## src/rtl/bole_pkg.sv

```systemverilog
// Package for the ordered list engine: field widths, request codes,
// entry type and the controller/datapath command and status structs.
package bole_pkg;

  localparam int KIND_W  = 3;
  localparam int POS_W   = 7;
  localparam int ID_W    = 16;
  localparam int DATA_W  = 16;
  localparam int FPOS_W  = 6;
  localparam int LEN_W   = 7;
  localparam int MAXSZ_W = 7;
  localparam int APB_AW  = 3;
  localparam int APB_DW  = 32;

  localparam logic [MAXSZ_W-1:0] MAX_SIZE_RST = 7'd64;
  localparam logic [0:0]         REG_MAX_SIZE = 1'b0;

  localparam logic [KIND_W-1:0] KIND_INSERT_AT    = 3'd0;
  localparam logic [KIND_W-1:0] KIND_REMOVE_AT    = 3'd1;
  localparam logic [KIND_W-1:0] KIND_REMOVE_BY_ID = 3'd2;
  localparam logic [KIND_W-1:0] KIND_READ_AT      = 3'd3;
  localparam logic [KIND_W-1:0] KIND_FIND         = 3'd4;
  localparam logic [KIND_W-1:0] KIND_CLEAR        = 3'd5;
  localparam logic [KIND_W-1:0] KIND_INSERT_HEAD  = 3'd6;
  localparam logic [KIND_W-1:0] KIND_INSERT_TAIL  = 3'd7;

  typedef struct packed {
    logic [ID_W-1:0]   id;
    logic [DATA_W-1:0] data;
  } entry_t;

  typedef struct packed {
    logic load;
    logic init_bw;
    logic init_fw;
    logic issue;
    logic dn;
    logic walk_bw;
    logic walk_fw;
    logic put;
    logic rem_done;
    logic read_cap;
    logic clr;
    logic out_load;
  } dp_cmd_t;

  typedef struct packed {
    logic [KIND_W-1:0] kind;
    logic              ins_ok;
    logic              ins_shift;
    logic              pos_in_range;
    logic              nonempty;
    logic              bw_last;
    logic              fw_end;
    logic              find_hit;
  } dp_stat_t;

endpackage

```

## src/rtl/bole_ifs.sv

```systemverilog
// Request and response channel interfaces (valid/ready).
// Depends on bole_pkg for field widths.
interface bole_req_if import bole_pkg::*; ();
  logic              valid;
  logic              ready;
  logic [KIND_W-1:0] kind;
  logic [POS_W-1:0]  position;
  logic [ID_W-1:0]   entry_id;
  logic [DATA_W-1:0] data_value;

  modport source (output valid, kind, position, entry_id, data_value, input ready);
  modport sink   (input valid, kind, position, entry_id, data_value, output ready);
endinterface

interface bole_rsp_if import bole_pkg::*; ();
  logic              valid;
  logic              ready;
  logic              ok;
  logic [ID_W-1:0]   found_id;
  logic [DATA_W-1:0] found_data;
  logic [FPOS_W-1:0] found_position;
  logic [LEN_W-1:0]  length;
  logic              full_res;
  logic              empty_res;

  modport source (output valid, ok, found_id, found_data, found_position, length,
                  full_res, empty_res, input ready);
  modport sink   (input valid, ok, found_id, found_data, found_position, length,
                  full_res, empty_res, output ready);
endinterface

```

## src/rtl/bole_ctrl.sv

```systemverilog
// Controller state machine of the ordered list engine.
// Depends on bole_pkg; drives bole_dp through dp_cmd_t / dp_stat_t.
module bole_ctrl import bole_pkg::*; (
  input  logic     clk,
  input  logic     rst_n,
  input  logic     in_valid,
  output logic     in_ready,
  output logic     out_valid,
  input  logic     out_ready,
  input  dp_stat_t stat,
  output dp_cmd_t  cmd
);

  localparam logic [3:0] S_IDLE   = 4'd0;
  localparam logic [3:0] S_START  = 4'd1;
  localparam logic [3:0] S_BWALK  = 4'd2;
  localparam logic [3:0] S_BDRAIN = 4'd3;
  localparam logic [3:0] S_PUT    = 4'd4;
  localparam logic [3:0] S_FWALK  = 4'd5;
  localparam logic [3:0] S_RISSUE = 4'd6;
  localparam logic [3:0] S_RCAP   = 4'd7;
  localparam logic [3:0] S_FIN    = 4'd8;

  logic [3:0] state_r, state_nxt;
  logic       out_valid_r, out_valid_nxt;

  assign in_ready  = (state_r == S_IDLE);
  assign out_valid = out_valid_r;

  always_comb begin
    cmd       = '0;
    state_nxt = state_r;
    case (state_r)
      S_IDLE: begin
        if (in_valid) begin
          cmd.load  = 1'b1;
          state_nxt = S_START;
        end
      end
      S_START: begin
        state_nxt = S_FIN;
        case (stat.kind)
          KIND_INSERT_AT, KIND_INSERT_HEAD, KIND_INSERT_TAIL: begin
            if (stat.ins_ok) begin
              if (stat.ins_shift) begin
                cmd.init_bw = 1'b1;
                state_nxt   = S_BWALK;
              end else begin
                state_nxt = S_PUT;
              end
            end
          end
          KIND_REMOVE_AT: begin
            if (stat.pos_in_range) begin
              cmd.init_fw = 1'b1;
              state_nxt   = S_FWALK;
            end
          end
          KIND_REMOVE_BY_ID, KIND_FIND: begin
            if (stat.nonempty) begin
              cmd.init_fw = 1'b1;
              state_nxt   = S_FWALK;
            end
          end
          KIND_READ_AT: begin
            if (stat.pos_in_range) begin
              cmd.init_fw = 1'b1;
              state_nxt   = S_RISSUE;
            end
          end
          KIND_CLEAR: begin
            cmd.clr = stat.nonempty;
          end
          default: state_nxt = S_FIN;
        endcase
      end
      S_BWALK: begin
        cmd.issue   = 1'b1;
        cmd.dn      = 1'b1;
        cmd.walk_bw = 1'b1;
        if (stat.bw_last) begin
          state_nxt = S_BDRAIN;
        end
      end
      S_BDRAIN: begin
        cmd.walk_bw = 1'b1;
        state_nxt   = S_PUT;
      end
      S_PUT: begin
        cmd.put   = 1'b1;
        state_nxt = S_FIN;
      end
      S_FWALK: begin
        cmd.issue   = 1'b1;
        cmd.walk_fw = 1'b1;
        if (stat.find_hit) begin
          state_nxt = S_FIN;
        end else if (stat.fw_end) begin
          cmd.rem_done = 1'b1;
          state_nxt    = S_FIN;
        end
      end
      S_RISSUE: begin
        cmd.issue = 1'b1;
        state_nxt = S_RCAP;
      end
      S_RCAP: begin
        cmd.read_cap = 1'b1;
        state_nxt    = S_FIN;
      end
      S_FIN: begin
        if (!out_valid_r || out_ready) begin
          cmd.out_load = 1'b1;
          state_nxt    = S_IDLE;
        end
      end
      default: state_nxt = S_IDLE;
    endcase
  end

  always_comb begin
    out_valid_nxt = out_valid_r;
    if (cmd.out_load) begin
      out_valid_nxt = 1'b1;
    end else if (out_ready) begin
      out_valid_nxt = 1'b0;
    end
  end

  always_ff @(posedge clk) begin
    if (!rst_n) begin
      state_r     <= S_IDLE;
      out_valid_r <= 1'b0;
    end else begin
      state_r     <= state_nxt;
      out_valid_r <= out_valid_nxt;
    end
  end

endmodule

```

## src/rtl/bole_dp.sv

```systemverilog
// Datapath of the ordered list engine: entry memory, walk cursor,
// request and result registers. Depends on bole_pkg; driven by bole_ctrl.
module bole_dp import bole_pkg::*; #(
  parameter int MAX_ENTRIES = 64
) (
  input  logic                clk,
  input  logic                rst_n,
  input  dp_cmd_t             cmd,
  output dp_stat_t            stat,
  input  logic [MAXSZ_W-1:0]  max_size,
  input  logic [KIND_W-1:0]   req_kind,
  input  logic [POS_W-1:0]    req_position,
  input  logic [ID_W-1:0]     req_entry_id,
  input  logic [DATA_W-1:0]   req_data_value,
  output logic                o_ok,
  output logic [ID_W-1:0]     o_found_id,
  output logic [DATA_W-1:0]   o_found_data,
  output logic [FPOS_W-1:0]   o_found_position,
  output logic [LEN_W-1:0]    o_length,
  output logic                o_full,
  output logic                o_empty
);

  localparam int CW = $clog2(MAX_ENTRIES + 1);
  localparam int AW = (MAX_ENTRIES > 1) ? $clog2(MAX_ENTRIES) : 1;
  localparam int XW = (CW > LEN_W) ? CW : LEN_W;

  entry_t mem [MAX_ENTRIES];

  logic [KIND_W-1:0] kind_r;
  logic [POS_W-1:0]  pos_r;
  logic [ID_W-1:0]   key_id_r;
  logic [DATA_W-1:0] key_data_r;
  logic [CW-1:0]     count_r, count_nxt;
  logic [CW-1:0]     cur_r;
  logic [CW-1:0]     rda_r;
  logic              rdv_r;
  logic              shift_r;
  entry_t            rd_q;
  logic              ok_r;
  logic [ID_W-1:0]   fid_r;
  logic [DATA_W-1:0] fdata_r;
  logic [XW-1:0]     fpos_r;

  logic [ID_W-1:0]   o_fid_r;
  logic [DATA_W-1:0] o_fdata_r;
  logic [FPOS_W-1:0] o_fpos_r;
  logic [LEN_W-1:0]  o_len_r;
  logic              o_ok_r, o_full_r, o_empty_r;

  logic [XW-1:0] count_w, pos_w, max_w, ins_pos_w, pos_inc_w;
  logic [CW-1:0] ins_pos, fw_start, wa;
  logic          full, issue_go, wr_bw, wr_fw, we, id_hit, find_hit;
  entry_t        wd;

  assign count_w   = XW'(count_r);
  assign pos_w     = XW'(pos_r);
  assign max_w     = XW'(max_size);
  assign pos_inc_w = pos_w + XW'(1);
  assign full      = (count_w >= max_w) || (count_r >= CW'(MAX_ENTRIES));

  always_comb begin
    case (kind_r)
      KIND_INSERT_HEAD: ins_pos_w = '0;
      KIND_INSERT_TAIL: ins_pos_w = count_w;
      default:          ins_pos_w = pos_w;
    endcase
  end
  assign ins_pos = ins_pos_w[CW-1:0];

  always_comb begin
    case (kind_r)
      KIND_REMOVE_AT: fw_start = pos_inc_w[CW-1:0];
      KIND_READ_AT:   fw_start = pos_w[CW-1:0];
      default:        fw_start = '0;
    endcase
  end

  assign issue_go = cmd.issue && (cmd.dn || (cur_r < count_r));
  assign wr_bw    = cmd.walk_bw && rdv_r;
  assign wr_fw    = cmd.walk_fw && rdv_r && shift_r;
  assign id_hit   = rdv_r && (kind_r == KIND_REMOVE_BY_ID) && !shift_r
                    && (rd_q.id == key_id_r);
  assign find_hit = rdv_r && (kind_r == KIND_FIND) && (rd_q.data == key_data_r);

  always_comb begin
    we = 1'b1;
    wd = rd_q;
    wa = rda_r - CW'(1);
    if (cmd.put) begin
      wa = ins_pos;
      wd = '{id: key_id_r, data: key_data_r};
    end else if (wr_bw) begin
      wa = rda_r + CW'(1);
    end else if (!wr_fw) begin
      we = 1'b0;
    end
  end

  assign stat.kind         = kind_r;
  assign stat.ins_ok       = (ins_pos_w <= count_w) && !full;
  assign stat.ins_shift    = (ins_pos_w < count_w);
  assign stat.pos_in_range = (pos_w < count_w);
  assign stat.nonempty     = (count_r != '0);
  assign stat.bw_last      = (cur_r == ins_pos);
  assign stat.fw_end       = (cur_r >= count_r) && !rdv_r;
  assign stat.find_hit     = find_hit;

  // entry memory: at most one write and one registered read per cycle
  always_ff @(posedge clk) begin
    if (we) begin
      mem[wa[AW-1:0]] <= wd;
    end
    if (issue_go) begin
      rd_q <= mem[cur_r[AW-1:0]];
    end
  end

  always_comb begin
    count_nxt = count_r;
    if (cmd.put) begin
      count_nxt = count_r + CW'(1);
    end else if (cmd.rem_done && shift_r) begin
      count_nxt = count_r - CW'(1);
    end else if (cmd.clr) begin
      count_nxt = '0;
    end
  end

  always_ff @(posedge clk) begin
    if (!rst_n) begin
      count_r <= '0;
      rdv_r   <= 1'b0;
      shift_r <= 1'b0;
    end else begin
      count_r <= count_nxt;
      rdv_r   <= issue_go;
      if (cmd.load) begin
        shift_r <= 1'b0;
      end else if (cmd.init_fw) begin
        shift_r <= (kind_r == KIND_REMOVE_AT);
      end else if (cmd.walk_fw && id_hit) begin
        shift_r <= 1'b1;
      end
    end
  end

  always_ff @(posedge clk) begin
    if (cmd.load) begin
      kind_r     <= req_kind;
      pos_r      <= req_position;
      key_id_r   <= req_entry_id;
      key_data_r <= req_data_value;
    end
    if (cmd.init_bw) begin
      cur_r <= count_r - CW'(1);
    end else if (cmd.init_fw) begin
      cur_r <= fw_start;
    end else if (issue_go) begin
      cur_r <= cmd.dn ? (cur_r - CW'(1)) : (cur_r + CW'(1));
    end
    if (issue_go) begin
      rda_r <= cur_r;
    end
    if (cmd.load) begin
      ok_r    <= 1'b0;
      fid_r   <= '0;
      fdata_r <= '0;
      fpos_r  <= '0;
    end else if (cmd.walk_fw && find_hit) begin
      ok_r    <= 1'b1;
      fid_r   <= rd_q.id;
      fdata_r <= rd_q.data;
      fpos_r  <= XW'(rda_r);
    end else if (cmd.read_cap) begin
      ok_r    <= 1'b1;
      fid_r   <= rd_q.id;
      fdata_r <= rd_q.data;
    end else if (cmd.put || cmd.clr || (cmd.rem_done && shift_r)) begin
      ok_r <= 1'b1;
    end
    if (cmd.out_load) begin
      o_ok_r    <= ok_r;
      o_fid_r   <= fid_r;
      o_fdata_r <= fdata_r;
      o_fpos_r  <= fpos_r[FPOS_W-1:0];
      o_len_r   <= count_w[LEN_W-1:0];
      o_full_r  <= full;
      o_empty_r <= (count_r == '0);
    end
  end

  assign o_ok             = o_ok_r;
  assign o_found_id       = o_fid_r;
  assign o_found_data     = o_fdata_r;
  assign o_found_position = o_fpos_r;
  assign o_length         = o_len_r;
  assign o_full           = o_full_r;
  assign o_empty          = o_empty_r;

endmodule

```

## src/rtl/bounded_ordered_list_engine_unit.sv

```systemverilog
// Per request: an insert walks back over the entries from the position on and shifts them,
// remove, remove by id and find walk forward, read fetches one entry, and clear and rejected
// requests go straight to the result. One transaction at a time; the next is taken in the
// idle state after the result is registered, while that result may still wait on the output.
// Reset (rst_n, synchronous): list empty, max_size = 64; entry memory is not cleared.
// Depends on bole_pkg, bole_ifs, bole_ctrl and bole_dp.
module bounded_ordered_list_engine_unit import bole_pkg::*; #(
  parameter int MAX_ENTRIES = 64
) (
  input  logic                clk,
  input  logic                rst_n,
  bole_req_if.sink            in_req,
  bole_rsp_if.source          out_rsp,
  input  logic                cfg_psel,
  input  logic                cfg_penable,
  input  logic                cfg_pwrite,
  input  logic [APB_AW-1:0]   cfg_paddr,
  input  logic [APB_DW-1:0]   cfg_pwdata,
  output logic [APB_DW-1:0]   cfg_prdata,
  output logic                cfg_pready
);

  logic [MAXSZ_W-1:0] max_size_r;
  logic               cfg_sel_max;
  dp_cmd_t            cmd;
  dp_stat_t           stat;

  assign cfg_pready  = 1'b1;
  assign cfg_sel_max = (cfg_paddr[APB_AW-1] == REG_MAX_SIZE);

  always_ff @(posedge clk) begin
    if (!rst_n) begin
      max_size_r <= MAX_SIZE_RST;
    end else if (cfg_psel && cfg_penable && cfg_pwrite && cfg_sel_max) begin
      max_size_r <= cfg_pwdata[MAXSZ_W-1:0];
    end
  end

  always_comb begin
    cfg_prdata = '0;
    if (cfg_sel_max) begin
      cfg_prdata = APB_DW'(max_size_r);
    end
  end

  bole_ctrl u_ctrl (
    .clk       (clk),
    .rst_n     (rst_n),
    .in_valid  (in_req.valid),
    .in_ready  (in_req.ready),
    .out_valid (out_rsp.valid),
    .out_ready (out_rsp.ready),
    .stat      (stat),
    .cmd       (cmd)
  );

  bole_dp #(
    .MAX_ENTRIES (MAX_ENTRIES)
  ) u_dp (
    .clk              (clk),
    .rst_n            (rst_n),
    .cmd              (cmd),
    .stat             (stat),
    .max_size         (max_size_r),
    .req_kind         (in_req.kind),
    .req_position     (in_req.position),
    .req_entry_id     (in_req.entry_id),
    .req_data_value   (in_req.data_value),
    .o_ok             (out_rsp.ok),
    .o_found_id       (out_rsp.found_id),
    .o_found_data     (out_rsp.found_data),
    .o_found_position (out_rsp.found_position),
    .o_length         (out_rsp.length),
    .o_full           (out_rsp.full_res),
    .o_empty          (out_rsp.empty_res)
  );

endmodule

```

## src/flat_wrapper.sv

```systemverilog
// flat-port wrapper written by rule: the top's interface ports become plain ports
module bounded_ordered_list_engine_unit_flat import bole_pkg::*;
#(
  parameter int MAX_ENTRIES = 64
)
  (clk, rst_n, cfg_psel, cfg_penable, cfg_pwrite, cfg_paddr, cfg_pwdata, cfg_prdata, cfg_pready, in_req_valid, in_req_kind, in_req_position, in_req_entry_id, in_req_data_value, in_req_ready, out_rsp_valid, out_rsp_ok, out_rsp_found_id, out_rsp_found_data, out_rsp_found_position, out_rsp_length, out_rsp_full_res, out_rsp_empty_res, out_rsp_ready);
  bole_req_if in_req_i ();
  bole_rsp_if out_rsp_i ();
  input  logic clk;
  input  logic rst_n;
  input  logic cfg_psel;
  input  logic cfg_penable;
  input  logic cfg_pwrite;
  input  logic [APB_AW-1:0] cfg_paddr;
  input  logic [APB_DW-1:0] cfg_pwdata;
  output logic [APB_DW-1:0] cfg_prdata;
  output logic cfg_pready;
  input wire logic [$bits(in_req_i.valid)-1:0] in_req_valid;
  input wire logic [$bits(in_req_i.kind)-1:0] in_req_kind;
  input wire logic [$bits(in_req_i.position)-1:0] in_req_position;
  input wire logic [$bits(in_req_i.entry_id)-1:0] in_req_entry_id;
  input wire logic [$bits(in_req_i.data_value)-1:0] in_req_data_value;
  output wire logic [$bits(in_req_i.ready)-1:0] in_req_ready;
  output wire logic [$bits(out_rsp_i.valid)-1:0] out_rsp_valid;
  output wire logic [$bits(out_rsp_i.ok)-1:0] out_rsp_ok;
  output wire logic [$bits(out_rsp_i.found_id)-1:0] out_rsp_found_id;
  output wire logic [$bits(out_rsp_i.found_data)-1:0] out_rsp_found_data;
  output wire logic [$bits(out_rsp_i.found_position)-1:0] out_rsp_found_position;
  output wire logic [$bits(out_rsp_i.length)-1:0] out_rsp_length;
  output wire logic [$bits(out_rsp_i.full_res)-1:0] out_rsp_full_res;
  output wire logic [$bits(out_rsp_i.empty_res)-1:0] out_rsp_empty_res;
  input wire logic [$bits(out_rsp_i.ready)-1:0] out_rsp_ready;
  assign in_req_i.valid = in_req_valid;
  assign in_req_i.kind = in_req_kind;
  assign in_req_i.position = in_req_position;
  assign in_req_i.entry_id = in_req_entry_id;
  assign in_req_i.data_value = in_req_data_value;
  assign in_req_ready = in_req_i.ready;
  assign out_rsp_valid = out_rsp_i.valid;
  assign out_rsp_ok = out_rsp_i.ok;
  assign out_rsp_found_id = out_rsp_i.found_id;
  assign out_rsp_found_data = out_rsp_i.found_data;
  assign out_rsp_found_position = out_rsp_i.found_position;
  assign out_rsp_length = out_rsp_i.length;
  assign out_rsp_full_res = out_rsp_i.full_res;
  assign out_rsp_empty_res = out_rsp_i.empty_res;
  assign out_rsp_i.ready = out_rsp_ready;
  bounded_ordered_list_engine_unit #(.MAX_ENTRIES(MAX_ENTRIES)) u_core (.clk(clk), .rst_n(rst_n), .in_req(in_req_i), .out_rsp(out_rsp_i), .cfg_psel(cfg_psel), .cfg_penable(cfg_penable), .cfg_pwrite(cfg_pwrite), .cfg_paddr(cfg_paddr), .cfg_pwdata(cfg_pwdata), .cfg_prdata(cfg_prdata), .cfg_pready(cfg_pready));
endmodule
```

## config.mk

```make
export PLATFORM = sky130hd
export DESIGN_NAME = bounded_ordered_list_engine_unit_flat
export DESIGN_NICKNAME = d
export VERILOG_FILES = /design/src/rtl/bole_pkg.sv /design/src/rtl/bole_ifs.sv /design/src/rtl/bole_ctrl.sv /design/src/rtl/bole_dp.sv /design/src/rtl/bounded_ordered_list_engine_unit.sv /design/src/flat_wrapper.sv
export SDC_FILE = /design/constraint.sdc
export NUM_CORES = 2
export LEC_CHECK = 0
export BUFFER_PORTS_ARGS = -buffer_cell sky130_fd_sc_hd__buf_2
export CORE_MARGIN = 2
export CORE_UTILIZATION = 56
export CTS_CLUSTER_SIZE = 12
export DETAILED_ROUTE_END_ITERATION = 10
export PLACE_DENSITY = 0.76
export SKIP_CTS_REPAIR_TIMING = 1
export SLEW_MARGIN = 40
export SYNTH_ARGS = -nofsm -noshare
export SYNTH_HDL_FRONTEND = slang
export SYNTH_SLANG_ARGS = --single-unit
```

## constraint.sdc

```tcl
create_clock -name clk -period 4.1 [get_ports clk]
set_input_delay 0.41 -clock clk [delete_from_list [all_inputs] [get_ports clk]]
set_output_delay 0.41 -clock clk [all_outputs]
set_load 0.01 [all_outputs]
```

* After elaboration in Yosys (flattened, before gate mapping)
Memories as Yosys holds them, arrays and structs flattened. A register that Yosys moved wholly into a read port is not among the register bits. Cells that the tools add are included.
Word-level totals: memories kept 1, output and inout port bits 83, bits in registers 163, bits of input ports 84, bits in writable memories 2048
Memory list:
- u_core.u_dp.mem | depth 64, bits a word 32, read ports 1, clocked after memory_dff 1, wr ports 1, RTL line bole_dp.sv:28 | entry_t mem [MAX_ENTRIES];
Operators by class: add/subtract/negate cells 7, reduce and logical (&&, ||, !) cells 44, $lt $le $gt $ge 7, eq/ne operators 22, bitwise operators 2, muxes and demuxes 63
Operator list (count):
- $mux 16 | 4
- $mux 7 | 8
- $mux 4 | 9
- $eq 16x16->1 | 2
- $mux 1 | 32
- $mux 32 | 1
- $pmux 4 s8 | 1
- $pmux 7 s2 | 2
- $add 7x1->7 const B | 3
- $lt 7x7->1 | 3
- $logic_and 1x1->1 | 17
- $eq 4x3->1 const B | 4
- $pmux 4 s4 | 1
- $ge 7x7->1 | 2
- $sub 7x1->7 const B | 2
- $eq 3x3->1 const B | 4
- $mux 6 | 2
- $reduce_or 2->1 | 5
- $reduce_bool 3->1 | 3
- $eq 4x2->1 const B | 2
- $eq 7x7->1 | 1
- $ge 7x7->1 const B | 1
- $le 7x7->1 | 1
- $logic_not 7->1 | 1
- 21 further kinds | 34

* Logic depth before layout (Yosys ltp)
word-level depth 10, gate-level depth with buffers 13, mapped depth without buffers 10

* Cells and area by module
From an unflattened synthesis, not the netlist that was laid out.
Unflattened totals: cell total of the unflattened synthesis 4208, area total of the unflattened synthesis 87879.3 um2
By module, submodules not included:
- bole_dp | area an instance 86733.2 um2, cells each 4063, seq. area each 66513.8 um2, instances 1
- bole_ctrl | area an instance 589.3 um2, cells each 79, seq. area each 100.1 um2, instances 1
- bounded_ordered_list_engine_unit | area an instance 556.8 um2, cells each 66, seq. area each 140.1 um2, instances 1

* Least setup slack after synthesis
OpenSTA, ideal clock, no wires.
path kind reg-to-reg, start point register u_core.u_ctrl.state_r[2], end point memory u_core.u_dp.mem[58][0] (netlist name) (enable), setup slack 0.000 ns, required time 3.679 ns, arrival time 3.678 ns, library setup time 0.421 ns, stages on the path, launching flop included 11, clock period less this slack 4.100 ns, cells stage by stage dfxtp_1 -> buf_2 -> and4bb_2 -> inv_1 -> ha_1 -> a211oi_1 -> nor2_1 -> or3_1 -> nor3_1 -> o211ai_1 -> nor2_1
On the way: cells in the longest elaborated chain, start to end 9, elaborated cells between the ends (all ways) 18, classes of those cells eq/ne: 4; mux: 10; reduce/logical: 4
Ends and longest elaborated chain:
- start: declaration | RTL line bole_ctrl.sv:24 | logic [3:0] state_r, state_nxt;
- start signal: assignment | RTL line bole_ctrl.sv:135 | state_r <= state_nxt;
- $eq 4x3->1 | RTL line bole_ctrl.sv:33 | case (state_r)
- $mux 1 | RTL line bole_ctrl.sv:33
- $logic_and 1x1->1 (2 in series) | RTL line bole_dp.sv:81 | assign wr_fw = cmd.walk_fw && rdv_r && shift_r;
- $mux 1 | RTL line bole_dp.sv:95 | end else if (!wr_fw) begin
- $mux 1 | RTL line bole_dp.sv:93 | end else if (wr_bw) begin
- $mux 1 | RTL line bole_dp.sv:90 | if (cmd.put) begin
- $mux 1 | RTL line bole_dp.sv:111 | if (we) begin
- $mux 1 (not written as such) | RTL line bole_dp.sv:112 | mem[wa[AW-1:0]] <= wd;
- end: declaration | RTL line bole_dp.sv:28
Several ways; a longest one is shown, not always the timed one.

* Worst setup path after layout
start point register u_core.u_ctrl.state_r[2], end point memory u_core.u_dp.mem[0][8] (netlist name) (enable)
Same word-level chain as after synthesis.

==> out/metrics.cfg <==
[final_layout]
flow.area_growth_from_synthesis_pct = 14.0
nets = 4475
layout-drive-gt1-share_pct = 29.5
stdcell_count = 6503
final_core_utilization_pct = 64.4

[sta]
timing.final.setup_violations = 0
fin_skew_ps = 32.5
fin_crit_sh_pct = 90.6
least_margin_pin_slew_ps = 1010
layout_min_cycle_time_ps = 3710
finalHoldWorstSlack_ps = 11.2
timing.slew.headroom_pct = 32.8
report.final.hold_viol_count = 0
timing.fmax_mhz = 269
drv_slew = 0
setup_tns_ps = 0
rsz0062_at_grt = no

[pwr]
power.density_cell_area_nw_per_um2 = 466
p_leak_uw = 0.0313
netSwitchingFraction_pct = 21.7
internal-power_uw = 36300
overall_power_consumption_uw = 46300
power.share.clock_pct = 38.5
p_sw_uw = 10100
power.combinational.fraction_pct = 6.8
peak_supply_drop_uv = 471
share_seq_of_total_power_pct = 54.7

[global_routing]
vias_in_the_first_global_route = 44400
grt_util_met2_pct = 45.8
top_usage_layer = met2
grt_antenna_before_repair = 6
groute.layer.met3.usage_pct = 5.88
overflow = 0
first_pass_grt_wire_length_mm = 321
grt_usage_pct = 28.7
grt_start_max_net_pins = 101
grt.met1_usage_pct = 39.2

[die]
die_y_um = 398
rows = 144
die_x_um = 398
top_level_ports = 167
core_sq_um = 154000
die-area_sq_um = 159000
initial_utilization_pct = 56.5

[synthesis]
synth.top_cells.by_count = sky130_fd_sc_hd__edfxtp_1 (2183), sky130_fd_sc_hd__mux4_2 (633), sky130_fd_sc_hd__nand2_1 (200)
yosys.area.top_type_share_pct = 75.2
async_reset_ff_share_pct = 0
synth_area_per_cell_sq_um = 22.0
netlist_area_sq_um = 87100
synth_seq_area_share_pct = 76.6
netlist_instances = 3959
yosys.cell_types.count = 69
synth_enable_flop_cells = 2183
ys_seq_elements = 2243
cells_taking_the_most_area_after_synthesis = sky130_fd_sc_hd__edfxtp_1 (75%), sky130_fd_sc_hd__mux4_2 (16%), sky130_fd_sc_hd__dfxtp_1 (1.4%)
post-synth-top-area-cell = sky130_fd_sc_hd__edfxtp_1
dominantRegCellSynth = sky130_fd_sc_hd__edfxtp_1
yosysWarnings = 0
synthMostInstantiatedCell = sky130_fd_sc_hd__edfxtp_1

[route]
detail-route-antenna-nets = 0
detailroute.via_count = 44200
drt-total-wl_mm = 226
route.detailed.drc = 0
detail_route.first_pass.iterations = 6
drt-wirelength-per-cell_um = 34.7
number_of_vias_per_cell_after_detailed_routing = 6.79
drt_first_iter_violations = 6791

[hold_path]
hold_path_class = in -> reg

[critical_path]
crit_type = reg -> reg
worst_setup_path_start_kind = register
timing.critical_path.max_delay_family = simple AND/OR/NAND/NOR gates
slowest_stage = sky130_fd_sc_hd__buf_4
critPathMaxFanout = 32
regToRegSetupSlack_ps = 390
cp_data_arrival_time_ps = 4170
worst_path_largest_cell_delay_ps = 550
cp_data_required_time_ps = 4560
worst-path-buf-inv = 2
endpoint_kind = register
critical_path_cell_list = and4bb_2 -> inv_1 -> ha_1 -> nor2b_1 -> o21a_1 -> or3_1 -> a21oi_1 -> o22ai_4 -> nor2_4 -> buf_4

[cts]
htree_levels = 4
worst_skew_pair.late_latency_ps = 850
ctsLongestPathBuffers = 3
root_buffer = sky130_fd_sc_hd__clkbuf_16
cts.clk_slew.worst_paths_ps = 60
cts.sink_count = 2243
numCtsBuffers = 212
cts_tree = done

[flow_run]
drv.max_cap_violation_count = 0

[place]
post-dp-hpwl_mm = 119
gpl.final_weighted_congestion = 0.947
port_buffers = 113
dp.cells = 6128

[outcome]
run_status = finished, final reports clean

## final cells by class
type                            instances  area (sq um)
Sequential cell                      2243         66800
Clock inverter                         34           390
Clock buffer                          289          5670
Timing Repair Buffer                  374          3920
Fill cell                            9462         54900
Multi-Input combinational cell       1483         20000
Tap cell                             2044          2560
Antenna cell                            1          2.50
Inverter                               35           131
## cell usage in the layout (no fill, tap or decap), types with 15 or more instances in the layout
cell	n
sky130_fd_sc_hd__mux2i_1	21
sky130_fd_sc_hd__ha_1	40
sky130_fd_sc_hd__xnor2_1	48
sky130_fd_sc_hd__nand2_2	28
sky130_fd_sc_hd__nand2_1	168
sky130_fd_sc_hd__inv_1	32
sky130_fd_sc_hd__nor3_1	16
sky130_fd_sc_hd__nor2_4	66
sky130_fd_sc_hd__nand4_1	15
sky130_fd_sc_hd__a22oi_1	58
sky130_fd_sc_hd__edfxtp_1	2183
sky130_fd_sc_hd__dlygate4sd3_1	51
sky130_fd_sc_hd__dfxtp_1	60
sky130_fd_sc_hd__buf_4	110
sky130_fd_sc_hd__nor2_1	43
sky130_fd_sc_hd__clkbuf_16	213
sky130_fd_sc_hd__mux4_2	633
sky130_fd_sc_hd__conb_1	26
sky130_fd_sc_hd__buf_12	95
sky130_fd_sc_hd__buf_2	113
sky130_fd_sc_hd__nand3_1	52
sky130_fd_sc_hd__o21ai_0	55
sky130_fd_sc_hd__a21oi_1	45
sky130_fd_sc_hd__clkbuf_1	71
sky130_fd_sc_hd__nor2b_1	21
## state kept, by name, indices dropped and copies added (netlist names), 6 cells and up
register	cells
u_core.u_dp.rda_r	6
u_core.u_dp.key_data_r	16
u_core.u_dp.rd_q	32
u_core.u_dp.o_found_id	16
u_core.u_dp.fid_r	16
u_core.u_dp.fdata_r	16
u_core.u_dp.pos_r	7
u_core.u_dp.mem	2048
u_core.u_dp.o_length	7
u_core.u_dp.cur_r	7
u_core.u_dp.key_id_r	16
u_core.u_dp.fpos_r	6
u_core.max_size_r	7
u_core.u_dp.o_found_data	16
u_core.u_dp.o_found_position	6
u_core.u_dp.count_r	7
## cell families (layout without fill, tap and decap cells)
family,Yosys count,count (layout),share of synthesized area [%]
flops,2243,2243,76.6
xor+xnor,59,59,0.593
fa+ha+maj,42,42,0.620
buf+inv,257,732,1.36
other cells,2,27,0.00862
simple gates,460,460,2.37
compound gates,239,239,1.80
mux,657,657,16.6
## worst paths after layout
check | to | startpoint | cells after the start
worst max-delay path | u_core.u_dp.mem[0][8]$_DFFE_PP_ | u_core.u_ctrl.state_r[2]$_SDFFE_PN0P_ | 10
worst min-delay path | u_core.u_ctrl.out_valid$_SDFFE_PN0P_ | out_rsp_ready | 4
worst max register to register | u_core.u_dp.mem[0][8]$_DFFE_PP_ | u_core.u_ctrl.state_r[2]$_SDFFE_PN0P_ | 10
worst min register to register | u_core.u_dp.o_found_id[2]$_DFFE_PP_ | u_core.u_dp.fid_r[2]$_SDFFE_PP0P_ | 0
## layer usage
layer,part of all wire [%],wire [um]
met2,49,110000
met1,35,80100
met5,0.0035,8
met3,11,25100
met4,4.6,10400
## stage by stage
stage | cell area (sq um) | worst slack (ps)
floorplan | 87200 | 0.332
global placement | 92600 | 452
detailed placement | 92800 | 476
CTS | 98800 | 446
global route | 99400 | 227
finish | 99400 | 386
## tightest hold or removal path: stages
cell and delay, ps:
sky130_fd_sc_hd__buf_2 80, sky130_fd_sc_hd__nor2b_1 110, sky130_fd_sc_hd__a21oi_1 140, sky130_fd_sc_hd__nor2_1 60
## power groups by stage
stage | Clock [uW] | Combinational, uW | Sequential, uW
CTS | 18000 | 3080 | 25300
finish | 17800 | 3150 | 25300
floorplan | 0 | 1890 | 25800
global route | 18700 | 3300 | 25300
global placement | 0 | 2940 | 25800
detailed placement | 0 | 3030 | 25800
Power figures use the tool's default switching activity.
